`src/hw/rtl/set_assoc_lru_cache_sim_defines.svh`:
```
// Assertion macros shared by the cache simulator RTL.
`ifndef SET_ASSOC_LRU_CACHE_SIM_DEFINES_SVH
`define SET_ASSOC_LRU_CACHE_SIM_DEFINES_SVH

// Same-cycle implication, disabled while reset is asserted.
`define SLC_ASSERT_IMPLIES(label, clk, rst_n, ante, cons, msg) \
	label: assert property (@(posedge clk) disable iff (!rst_n) (ante) |-> (cons)) \
		else $error(msg);

// Next-cycle implication, disabled while reset is asserted.
`define SLC_ASSERT_NEXT(label, clk, rst_n, ante, cons, msg) \
	label: assert property (@(posedge clk) disable iff (!rst_n) (ante) |=> (cons)) \
		else $error(msg);

`endif

```
`src/hw/rtl/slc_pkg.sv`:
```
`default_nettype none

package slc_pkg;

	// Default sizes of the line store and address
	localparam int MAX_SET_COUNT_DEF = 256;
	localparam int MAX_WAYS_DEF      = 8;
	localparam int ADDRESS_WIDTH_DEF = 64;

	// Field widths
	localparam int CMD_W        = 2;
	localparam int ADDR_FIELD_W = 64;
	localparam int EV_W         = 2;
	localparam int SET_BITS_W   = 4;
	localparam int BLOCK_BITS_W = 6;
	localparam int WAYS_W       = 4;
	localparam int CFG_IDX_W    = 2;
	localparam int CFG_DATA_W   = 6;

	// Raw set index is at most 15 bits (set_bits is a 4-bit count)
	localparam int IDX_W   = (1 << SET_BITS_W) - 1;
	// Shift amount set_bits + block_bits reaches 78
	localparam int SHAMT_W = 7;
	// Way count before clamping, with room for the clamp value
	localparam int WCNT_W  = WAYS_W + 1;

	// Events per access: hit, or miss with optional eviction, plus the modify hit
	localparam int EV_MAX   = 3;
	localparam int EV_CNT_W = 2;

	// Depth of the queue between front and back
	localparam int QUEUE_DEPTH = 2;

	typedef logic [CMD_W-1:0] cmd_t;
	localparam cmd_t CMD_LOAD   = 2'd0;
	localparam cmd_t CMD_STORE  = 2'd1;
	localparam cmd_t CMD_MODIFY = 2'd2;

	typedef logic [EV_W-1:0] ev_t;
	localparam ev_t EV_HIT   = 2'd0;
	localparam ev_t EV_MISS  = 2'd1;
	localparam ev_t EV_EVICT = 2'd2;

	typedef logic [CFG_IDX_W-1:0] cfg_idx_t;
	localparam cfg_idx_t REG_SET_BITS   = 2'd0;
	localparam cfg_idx_t REG_BLOCK_BITS = 2'd1;
	localparam cfg_idx_t REG_WAYS       = 2'd2;

	// Queue occupancy seen by producer and consumer
	typedef struct packed {
		logic full;
		logic empty;
	} q_stat_t;

endpackage

`default_nettype wire

```
`src/hw/rtl/slc_fifo.sv`:
```
`default_nettype none

module slc_fifo #(
	parameter int WIDTH = 8,
	parameter int DEPTH = slc_pkg::QUEUE_DEPTH
) (
	input  wire logic             clk,
	input  wire logic             arst_n,
	input  wire logic             push,
	input  wire logic [WIDTH-1:0] push_data,
	input  wire logic             pop,
	output logic      [WIDTH-1:0] pop_data,
	output slc_pkg::q_stat_t      stat
);

	localparam int PTR_W = (DEPTH > 1) ? $clog2(DEPTH) : 1;
	localparam int CNT_W = $clog2(DEPTH + 1);

	logic [WIDTH-1:0] slot_q [DEPTH];
	logic [PTR_W-1:0] wr_ptr_q;
	logic [PTR_W-1:0] rd_ptr_q;
	logic [CNT_W-1:0] count_q;

	assign pop_data   = slot_q[rd_ptr_q];
	assign stat.full  = (count_q == CNT_W'(DEPTH));
	assign stat.empty = (count_q == '0);

	// Store pushed entry
	always_ff @(posedge clk) begin
		if (push) begin
			slot_q[wr_ptr_q] <= push_data;
		end
	end

	// Advance pointers and occupancy
	always_ff @(posedge clk or negedge arst_n) begin
		if (!arst_n) begin
			wr_ptr_q <= '0;
			rd_ptr_q <= '0;
			count_q  <= '0;
		end else begin
			if (push) begin
				wr_ptr_q <= (wr_ptr_q == PTR_W'(DEPTH - 1)) ? '0 : wr_ptr_q + PTR_W'(1);
			end
			if (pop) begin
				rd_ptr_q <= (rd_ptr_q == PTR_W'(DEPTH - 1)) ? '0 : rd_ptr_q + PTR_W'(1);
			end
			if (push && !pop) begin
				count_q <= count_q + CNT_W'(1);
			end else if (pop && !push) begin
				count_q <= count_q - CNT_W'(1);
			end
		end
	end

endmodule

`default_nettype wire

```
`config.mk`:
```
export PLATFORM = sky130hd
export DESIGN_NAME = slc_fifo
export DESIGN_NICKNAME = d
export VERILOG_FILES = /design/src/hw/rtl/set_assoc_lru_cache_sim_defines.svh /design/src/hw/rtl/slc_pkg.sv /design/src/hw/rtl/slc_fifo.sv
export SDC_FILE = /design/constraint.sdc
export NUM_CORES = 1
export LEC_CHECK = 0
export ABC_AREA = 1
export BUFFER_PORTS_ARGS = -buffer_cell sky130_fd_sc_hd__clkbuf_2
export CORE_UTILIZATION = 25
export DETAILED_ROUTE_END_ITERATION = 10
export SYNTH_ARGS = -nofsm -noshare
export SYNTH_HDL_FRONTEND = slang
export SYNTH_SLANG_ARGS = --single-unit
export TNS_END_PERCENT = 5
```
`constraint.sdc`:
```
create_clock -name clk -period 2.5 [get_ports clk]
set_input_delay 0.5 -clock clk [delete_from_list [all_inputs] [get_ports clk]]
set_output_delay 0.5 -clock clk [all_outputs]
set_load 0.02 [all_outputs]
```
==> qor.yml, run 1 <==
status: "finished, final reports clean"
seqPwrFrac: 0.457
wire_per_inst_um: 10.30
rr_startpoint: "wr_ptr_q"
syn_area_um2: 818.3
ys_types: 12
criticalPathCategory: "reg -> out"
p_sw_uw: 364.4
tns_ns: 0
syn_inst: 50
skew_ns: 0.007127
hp-class: "in -> reg"
hold_violations: 0
cap_viol_max_count: 0
max_slew_margin: 0.5122
worst_pin_slew_ns: 0.7291
htree_levels: 1
grt_setup_unrepaired: "false"
critPathMaxFanout: 9
period_share: 0.7894
start_util: 0.2659
synth_nets: 63
layout-drive-gt1-share: 0.4400
fillers: 309
nets: 89
end_kind: "output port"
numCtsBuffers: 3
clock_sinks: 20
switching_share: 0.3160
cts_tree: "done"
min_path_cells: 1
post_cts_resized: 0
grt_start_max_net_pins: 13
first_pass_iters: 3
slew_violations: 0
rows: 20
clock.fmax_ghz: 0.5067
viasPerCell: 3.748
leakage_uw: 0.0004605
gp_congestion: 0.6201
comb_power_share: 0.319
die_h_um: 59.21
hold_path_end: "slot_q[1][2]"
fp.dieArea_mm2: 0.003506
whs_ns: 0.3803
grt_pass1_vias: 420
seq_area_um2: 580.6
intPower_uw: 788.9
io_buffers: 21
drc_errors: 0
min_period_ns: 1.973
path_delay_family: "flip-flops"
clockBufferDepth: 2
crit_chain: "mux2_4 > clkbuf_2"
die_width_um: 59.21
r2r_cells: 1
rr_endpoint: "slot_q[0][3]"
synthToLayoutAreaGrowth_pct: 25.84
multi_input_area_um2: 200.2
setup_violations: 0
ys_warn_count: 0
avgSynthCellArea_um2: 16.37
crit_arrival_ns: 1.47
grt_pass1_wl_mm: 1.856
grtUsageTotal: 0.07710
coreArea_mm2: 0.003078
cp_data_required_time_ns: 2.00
grt-ovfl-total: 0
io_pins: 22
first_iter_violations: 11
powerDensity_mw_per_mm2: 1120
path_buf_inv: 1
clkPwrFrac: 0.224
hpwl_um: 898.5
gr-usage-met1: 0.09231
worstHoldStart: "push_data[2]"
cts_root_buf: "clkbuf_4"
critPathMaxStageDelay_ns: 0.68
diodes: 0
cts.clk_slew.worst_paths_ns: 0.11
clk_latency_ns: 0.30
ys_seq_area_frac: 0.7095
synth_seq_cells: 20
vias: 446
peakVddDrop_uv: 612.0
antenna_found_initial: 0
slowest_stage: "dfrtp_1"
use_met3: 0.04803
postRouteAntennaNets: 0
met2_usage: 0.1108
grt-busiest-layer: "met2"
cp-start-kind: "flip-flop"
ff2ff_setup_slack_ns: 1.14
wirelength_mm: 1.226
==> cell families (layout without fill, tap and decap cells) <==
group / count (synthesis) / in the layout / share of synthesized area
AND/OR/NAND/NOR: 10 / 10 / 0.05046
XOR/XNOR: 3 / 3 / 0.03212
flip-flops: 20 / 20 / 0.7095
adder cells (fa/ha/maj): 1 / 1 / 0.01529
buffers and inverters: 8 / 33 / 0.04588
multiplexers: 8 / 8 / 0.1468
==> metal layers <==
metal | routed length (um) | vias up
met2 | 548 | 22
met5 | 0 | -
met4 | 0 | 0
li1 | - | 220
met3 | 94 | 0
met1 | 583 | 204
==> state kept, by name, indices dropped and copies added (netlist names) <==
name and count:
slot_q 16, count_q 2, rd_ptr_q 1, wr_ptr_q 1
==> per-stage QoR <==
| step | worst slack [ns] | util | power (uW) | area [um2] | cells |
|---|---|---|---|---|---|
| 2_1_floorplan | 1.174 | - | 812.2 | 818.3 | 50 |
| 3_3_place_gp | 0.8501 | 0.3142 | 898.1 | 967.2 | 114 |
| 3_5_place_dp | 0.8345 | 0.3142 | 910.5 | 967.2 | 114 |
| 4_1_cts | 0.4874 | 0.3346 | 1171 | 1030 | 119 |
| 5_1_grt | 0.4316 | 0.3346 | 1220 | 1030 | 119 |
| 6_report | 0.5265 | 0.3346 | 1153 | 1030 | 119 |
==> Yosys cell counts <==
cell type | count | area share
xnor2_1 | 1 | 0.011
xor2_1 | 2 | 0.021
nand4_1 | 1 | 0.0077
inv_1 | 7 | 0.032
buf_6 | 1 | 0.014
ha_1 | 1 | 0.015
mux2_4 | 8 | 0.15
dfrtp_1 | 4 | 0.12
nor2_1 | 3 | 0.014
edfxtp_1 | 16 | 0.59
nand2_1 | 5 | 0.023
nand3_1 | 1 | 0.0061
==> placed cells by master, fill, tap and decap left out <==
master / count
clkbuf_2: 21
edfxtp_1: 16
mux2_4: 8
inv_1: 7
nand2_1: 5
dfrtp_1: 4
nor2_1: 3
clkbuf_4: 3
xor2_1: 2
nand3_1: 1
nand4_1: 1
xnor2_1: 1
ha_1: 1
bufinv_16: 1
dlygate4sd3_1: 1
==> area by class of cell <==
class	instances	share of cell area
flip-flops and latches	20	0.5638
multi-input cells	22	0.1944
repair buffers	22	0.1118
well taps	44	0.05346
clock inverters	1	0.02916
inverters	7	0.02552
clock buffers	3	0.02187
==> timing repair <==
item                                   CTS  global route
setup buffers                            0             0
hold buffers                             1             0
endpoints found under the hold margin    4             0
==> how the worst max path moves through the flow <==
| stage | startpoint | end | slack, ns | cells past startpoint |
|---|---|---|---|---|
| floorplan | rd_ptr_q | pop_data[0] | 1.17 | 2 |
| global placement | rd_ptr_q | pop_data[4] | 0.85 | 2 |
| detailed placement | rd_ptr_q | pop_data[4] | 0.83 | 2 |
| CTS | rd_ptr_q | pop_data[4] | 0.49 | 2 |
| global route | rd_ptr_q | pop_data[3] | 0.43 | 2 |
| finish | rd_ptr_q | pop_data[4] | 0.53 | 2 |
==> power groups by stage <==
stage / combinational (uW) / clock (uW) / sequential (uW)
final: 368 / 258 / 527
after global routing: 398 / 283 / 539
after CTS: 374 / 267 / 529
after detailed placement: 373 / 0 / 537
after global placement: 366 / 0 / 532
after floorplan: 322 / 0 / 491
Power figures use the tool's default switching activity.
==> inputs of run 2 (changes only) <==
clock period = 1.65 ns   (was 2.5 ns; I/O delays follow)
==> run 2 against run 1 <==
Against the previous run: core utilization is 1.3 points higher; largest cell class unchanged; highest routed layer unchanged; sequential power up 42%; total power increased by 52%; via count grew 3.1%; clock power grew 7%; design area is 3.8% higher; routed wire length shrank 0.24%; hold slack got worse by 0.16 ns.
==> qor.yml, run 2 (same netlist as run 1, synthesis figures left out) <==
clock_sinks: 20  # unchanged
die_width_um: 59.21  # unchanged
cts_tree: "done"
criticalPathCategory: "reg -> out"
wirelength_mm: 1.223  # -0.24%
viasPerCell: 3.770  # +0.60%
powerDensity_mw_per_mm2: 1643  # +47%
pre_cts_ws_ns: 0.1435  # -0.6910 ns
clockBufferDepth: 2  # unchanged
dpl_cell_area_um2: 974.7  # +0.78%
htree_levels: 1  # unchanged
total_power_uw: 1756  # +52%
diodes: 0  # unchanged
largest_reg_flops: 16  # unchanged
fp.dieArea_mm2: 0.003506  # unchanged
critPathMaxFanout: 9  # unchanged
end_kind: "output port"
worst_pin_slew_ns: 0.3283  # -0.4007 ns
fillers: 318  # +2.9%
use_met3: 0.02838  # -0.01965
hp-class: "in -> reg"
wire_per_inst_um: 10.02  # -2.7%
cp-start-kind: "flip-flop"
status: "finished, final reports clean"
first_iter_violations: 6  # -5
setup_violations: 0  # unchanged
hold_violations: 0  # unchanged
grt_pass1_vias: 417  # -0.71%
die_h_um: 59.21  # unchanged
skew_ns: 0.001567  # -0.005560 ns
first_pass_iters: 2  # -1
numCtsBuffers: 3  # unchanged
dp.cells: 115  # +0.88%
reg_top3: "slot_q: 16 flops, count_q: 2 flops"
clock.fmax_ghz: 0.6092
drc_errors: 0  # unchanged
top_register: "slot_q"
io_pins: 22  # unchanged
io_buffers: 21  # unchanged
min_period_ns: 1.642
slew_violations: 0  # unchanged
clk_latency_ns: 0.29  # about the same
hpwl_um: 902.3  # +0.42%
crit_arrival_ns: 1.31  # -0.16 ns
antenna_found_initial: 0  # unchanged
design_area_mm2: 0.001069  # +3.8%
met2_usage: 0.1188  # +0.008026
nets: 92  # +3.4%
layout-drive-gt1-share: 0.4744  # +0.03436
leakage_uw: 0.0004776  # +3.7%
final_cells: 122  # +2.5%
gr-usage-met1: 0.09610  # +0.003793
mostFrequentLayoutCells: "clkbuf_2 (18), edfxtp_1 (16), mux2_4 (8)"
max_slew_margin: 0.7809  # +0.2687
cp_data_required_time_ns: 1.32  # -0.68 ns
grt-ovfl-total: 0  # unchanged
cts.clk_slew.worst_paths_ns: 0.11  # about the same
gp_congestion: 0.6170  # -0.50%
grtUsageTotal: 0.07792  # +0.0008204
grt-busiest-layer: "met2"
period_share: 0.9949
coreArea_mm2: 0.003078  # unchanged
fin_ws_ns: 0.008377  # -0.5182 ns
grt_setup_unrepaired: "true"
cts_root_buf: "clkbuf_4"
start_util: 0.2659  # unchanged
peakVddDrop_uv: 576.1  # -5.9%
grt_pass1_wl_mm: 1.883  # +1.5%
synthToLayoutAreaGrowth_pct: 30.58
cap_viol_max_count: 0  # unchanged
grt_start_max_net_pins: 12  # -1
layout_commonest_cell: "clkbuf_2"
rows: 20  # unchanged
postRouteAntennaNets: 0  # unchanged
vias: 460  # +3.1%
==> run 2: final cells by class <==
cell class | instances | area [um2] | share of cell area
timing repair buffer | 25 | 168.9 | 0.1581
tap | 44 | 55.05 | 0.05152
sequential | 20 | 581.8 | 0.5445
multi-input combinational | 22 | 200.2 | 0.1874
clock buffer | 4 | 36.28 | 0.03396
inverter | 7 | 26.28 | 0.02459
==> run 2: worst max-delay path, stage by stage (launching register included) <==
cell	delay [ns]
dfrtp_2	0.43
buf_12	0.15
mux2_4	0.29
clkbuf_2	0.15
==> run 2: timing repair <==
action / CTS / global route
hold buffers: 1 / 0
gates resized for setup: 1 / 9
endpoints found under the hold margin: 4 / 0
setup endpoints to repair: 8 / 8
setup buffers: 0 / 2
==> run 2: metal layers <==
| layer | vias to the layer above | share of wire |
|---|---|---|
| met4 | 0 | 0 |
| met3 | 0 | 0.058 |
| li1 | 229 | - |
| met1 | 213 | 0.48 |
| met2 | 18 | 0.46 |
| met5 | - | 0 |
==> run 2: path summary, 6_finish.rpt <==
path                       slack [ns]          from  cells after the start           end
setup / recovery                0.008      rd_ptr_q                      3   pop_data[5]
hold / removal                   0.22  push_data[3]                      1  slot_q[0][3]
setup reg to reg                 0.62      wr_ptr_q                      2  slot_q[1][2]
hold reg to reg                  0.50      wr_ptr_q                      1      wr_ptr_q
max in group asynchronous        1.15        arst_n                      2      rd_ptr_q
min in group asynchronous        0.36        arst_n                      2    count_q[0]
==> run 2: power by group <==
group          switching [uW]  internal [uW]  leakage [uW]
registers                62.4            687      0.000196
logic                     358            371      0.000260
clock network             143            134     0.0000210
total                     564           1190      0.000478
==> run 2: per-stage QoR <==
step / setup TNS (ns) / util / hold WS [ns]
floorplan: 0 / - / 0.03441
global placement: 0 / 0.3167 / 0.1435
detailed placement: 0 / 0.3167 / 0.1478
CTS: -0.3605 / 0.3321 / 0.2102
global route: -0.3476 / 0.3472 / 0.1950
finish: 0 / 0.3472 / 0.2213
==> inputs of run 3 (changes only) <==
CORE_UTILIZATION = 44   (was 25)
PLACE_DENSITY = 0.71   (was not set)
==> run 3 against run 2 <==
Against the previous run: global-route usage is 3.5 points higher; register-to-register slack worse by 0.17 ns; sequential cell count stayed put; via count is 5.9% lower; total power is 9.8% lower; hold slack worse by 0.0012 ns; design area is 7.5% lower; first-iteration DRC count is 17% lower; final cell count is 17% lower; non-clock buffer count is 2 lower; sequential power is 6.4% higher; die area is 42% lower; largest power group unchanged; highest routed layer unchanged.
==> qor.yml, run 3 (same netlist as run 1, synthesis figures left out) <==
cts_setup_buffers: 0  # unchanged
hold_path_end: "slot_q[1][7]"
crit_chain: "mux2_4 > clkbuf_2"
min_path_cells: 1  # unchanged
drc_errors: 0  # unchanged
largest_reg_flops: 16  # unchanged
grt_pass1_vias: 404  # -3.1%
wirelength_mm: 1.038  # -15%
io_buffers: 21  # unchanged
clockBufferDepth: 2  # unchanged
gr-usage-met1: 0.1471  # +0.05096
path_delay_family: "flip-flops"
dpl_cell_area_um2: 950.9  # -2.4%
worst_pin_slew_ns: 0.3354  # +0.007032 ns
viasPerCell: 4.287  # +14%
nets: 90  # -2.2%
worstHoldStart: "push_data[7]"
cap_viol_max_count: 0  # unchanged
period_share: 0.9958  # about the same
slew_violations: 0  # unchanged
setup_violations: 0  # unchanged
first_iter_violations: 5  # -1
io_pins: 22  # unchanged
end_kind: "output port"
skew_ns: 0.006796  # +0.005229 ns
start_util: 0.4739  # +0.2081
cp_data_required_time_ns: 1.32  # about the same
slowest_stage: "dfrtp_2"
hpwl_um: 798.6  # -11%
reg_top3: "slot_q: 16 flops, count_q: 2 flops"
use_met3: 0.03600  # +0.007616
diodes: 0  # unchanged
hold_violations: 0  # unchanged
pre_cts_ws_ns: 0.1844  # +0.04095 ns
mostFrequentLayoutCells: "clkbuf_2 (20), edfxtp_1 (16), mux2_4 (8)"
status: "finished, final reports clean"
fp.dieArea_mm2: 0.002036  # -42%
grt_start_max_net_pins: 12  # unchanged
layout-drive-gt1-share: 0.4474  # -0.02699
ff2ff_setup_slack_ns: 0.45  # -0.17 ns
final_util: 0.5725  # +0.2253
min_period_ns: 1.643  # +0.001521 ns
fillers: 159  # -50%
grt_pass1_wl_mm: 1.593  # -15%
r2r_cells: 2  # unchanged
grt-busiest-layer: "met2"
cts_tree: "done"
top_register: "slot_q"
vias: 433  # -5.9%
criticalPathCategory: "reg -> out"
postRouteAntennaNets: 0  # unchanged
layout_commonest_cell: "clkbuf_2"
gp_congestion: 0.6205  # +0.57%
die_h_um: 45.13  # -24%
cts_root_buf: "clkbuf_4"
htree_levels: 1  # unchanged
clock.fmax_ghz: 0.6086  # about the same
critPathMaxFanout: 9  # unchanged
peakVddDrop_uv: 833.8  # +45%
max_slew_margin: 0.7762  # -0.004693
wire_per_inst_um: 10.28  # +2.5%
powerDensity_mw_per_mm2: 1603  # -2.4%
fin_ws_ns: 0.006856  # -0.001521 ns
clock_sinks: 20  # unchanged
grt_setup_unrepaired: "true"
grt-ovfl-total: 0  # unchanged
die_width_um: 45.13  # -24%
grtUsageTotal: 0.1129  # +0.03499
critPathMaxStageDelay_ns: 0.54  # +0.11 ns
clk_latency_ns: 0.29  # about the same
cp-start-kind: "flip-flop"
rr_startpoint: "wr_ptr_q"
numCtsBuffers: 3  # unchanged
path_buf_inv: 1  # -1
synthToLayoutAreaGrowth_pct: 20.80
antenna_found_initial: 0  # unchanged
first_pass_iters: 3  # +1
crit_arrival_ns: 1.31  # about the same
leakage_uw: 0.0004519  # -5.4%
hp-class: "in -> reg"
met2_usage: 0.1797  # +0.06093
cts.clk_slew.worst_paths_ns: 0.11  # about the same
rr_endpoint: "slot_q[0][5]"
rows: 15  # -25%
coreArea_mm2: 0.001727  # -44%
design_area_um2: 988.4  # -7.5%
## run 3: power breakdown
group,internal (uW),leakage (uW),switching [uW]
clock network,87.8,0.0000154,138
logic,273,0.000240,289
registers,687,0.000196,110
## run 3: per-layer routing
layer	vias to the layer above	wire [um]
li1	222	-
met1	198	476
met2	13	513
met3	0	48
met4	0	0
met5	-	0
## run 3: stage by stage
stage          total power, uW  hold WS, ns  instances  setup TNS, ns
3_5_place_dp              1375       0.1434         96              0
5_1_grt                   1667       0.2152        101        -0.3300
2_1_floorplan             1231      0.03441         50              0
3_3_place_gp              1361       0.1440         96              0
6_report                  1585       0.2201        101              0
4_1_cts                   1597       0.2229        101       -0.02081
## run 3: area by class of cell
class	count	area (um2)	area share
clock buffer	3	22.52	0.02278
clock inverter	1	3.754	0.003797
inverter	7	26.28	0.02658
multi-input combinational	22	200.2	0.2025
sequential	20	581.8	0.5886
tap	25	31.28	0.03165
timing repair buffer	23	122.6	0.1241
## run 3: worst max path at each step
stage                         from          end  slack (ns)  cells after the start
after floorplan           rd_ptr_q  pop_data[0]        0.49                      2
after global placement    rd_ptr_q  pop_data[7]        0.17                      2
after detailed placement  rd_ptr_q  pop_data[3]        0.18                      2
after CTS                 rd_ptr_q  pop_data[7]      -0.006                      2
after global routing      rd_ptr_q  pop_data[7]       -0.05                      2
final                     rd_ptr_q  pop_data[7]       0.007                      2
## run 3: what timing repair did
| action | CTS | global route |
|---|---|---|
| pin swaps | 0 | 0 |
| hold endpoints to repair | 4 | 0 |
| resized for setup | 1 | 1 |
| endpoints found under the setup margin | 8 | 8 |
| hold buffers | 1 | 0 |
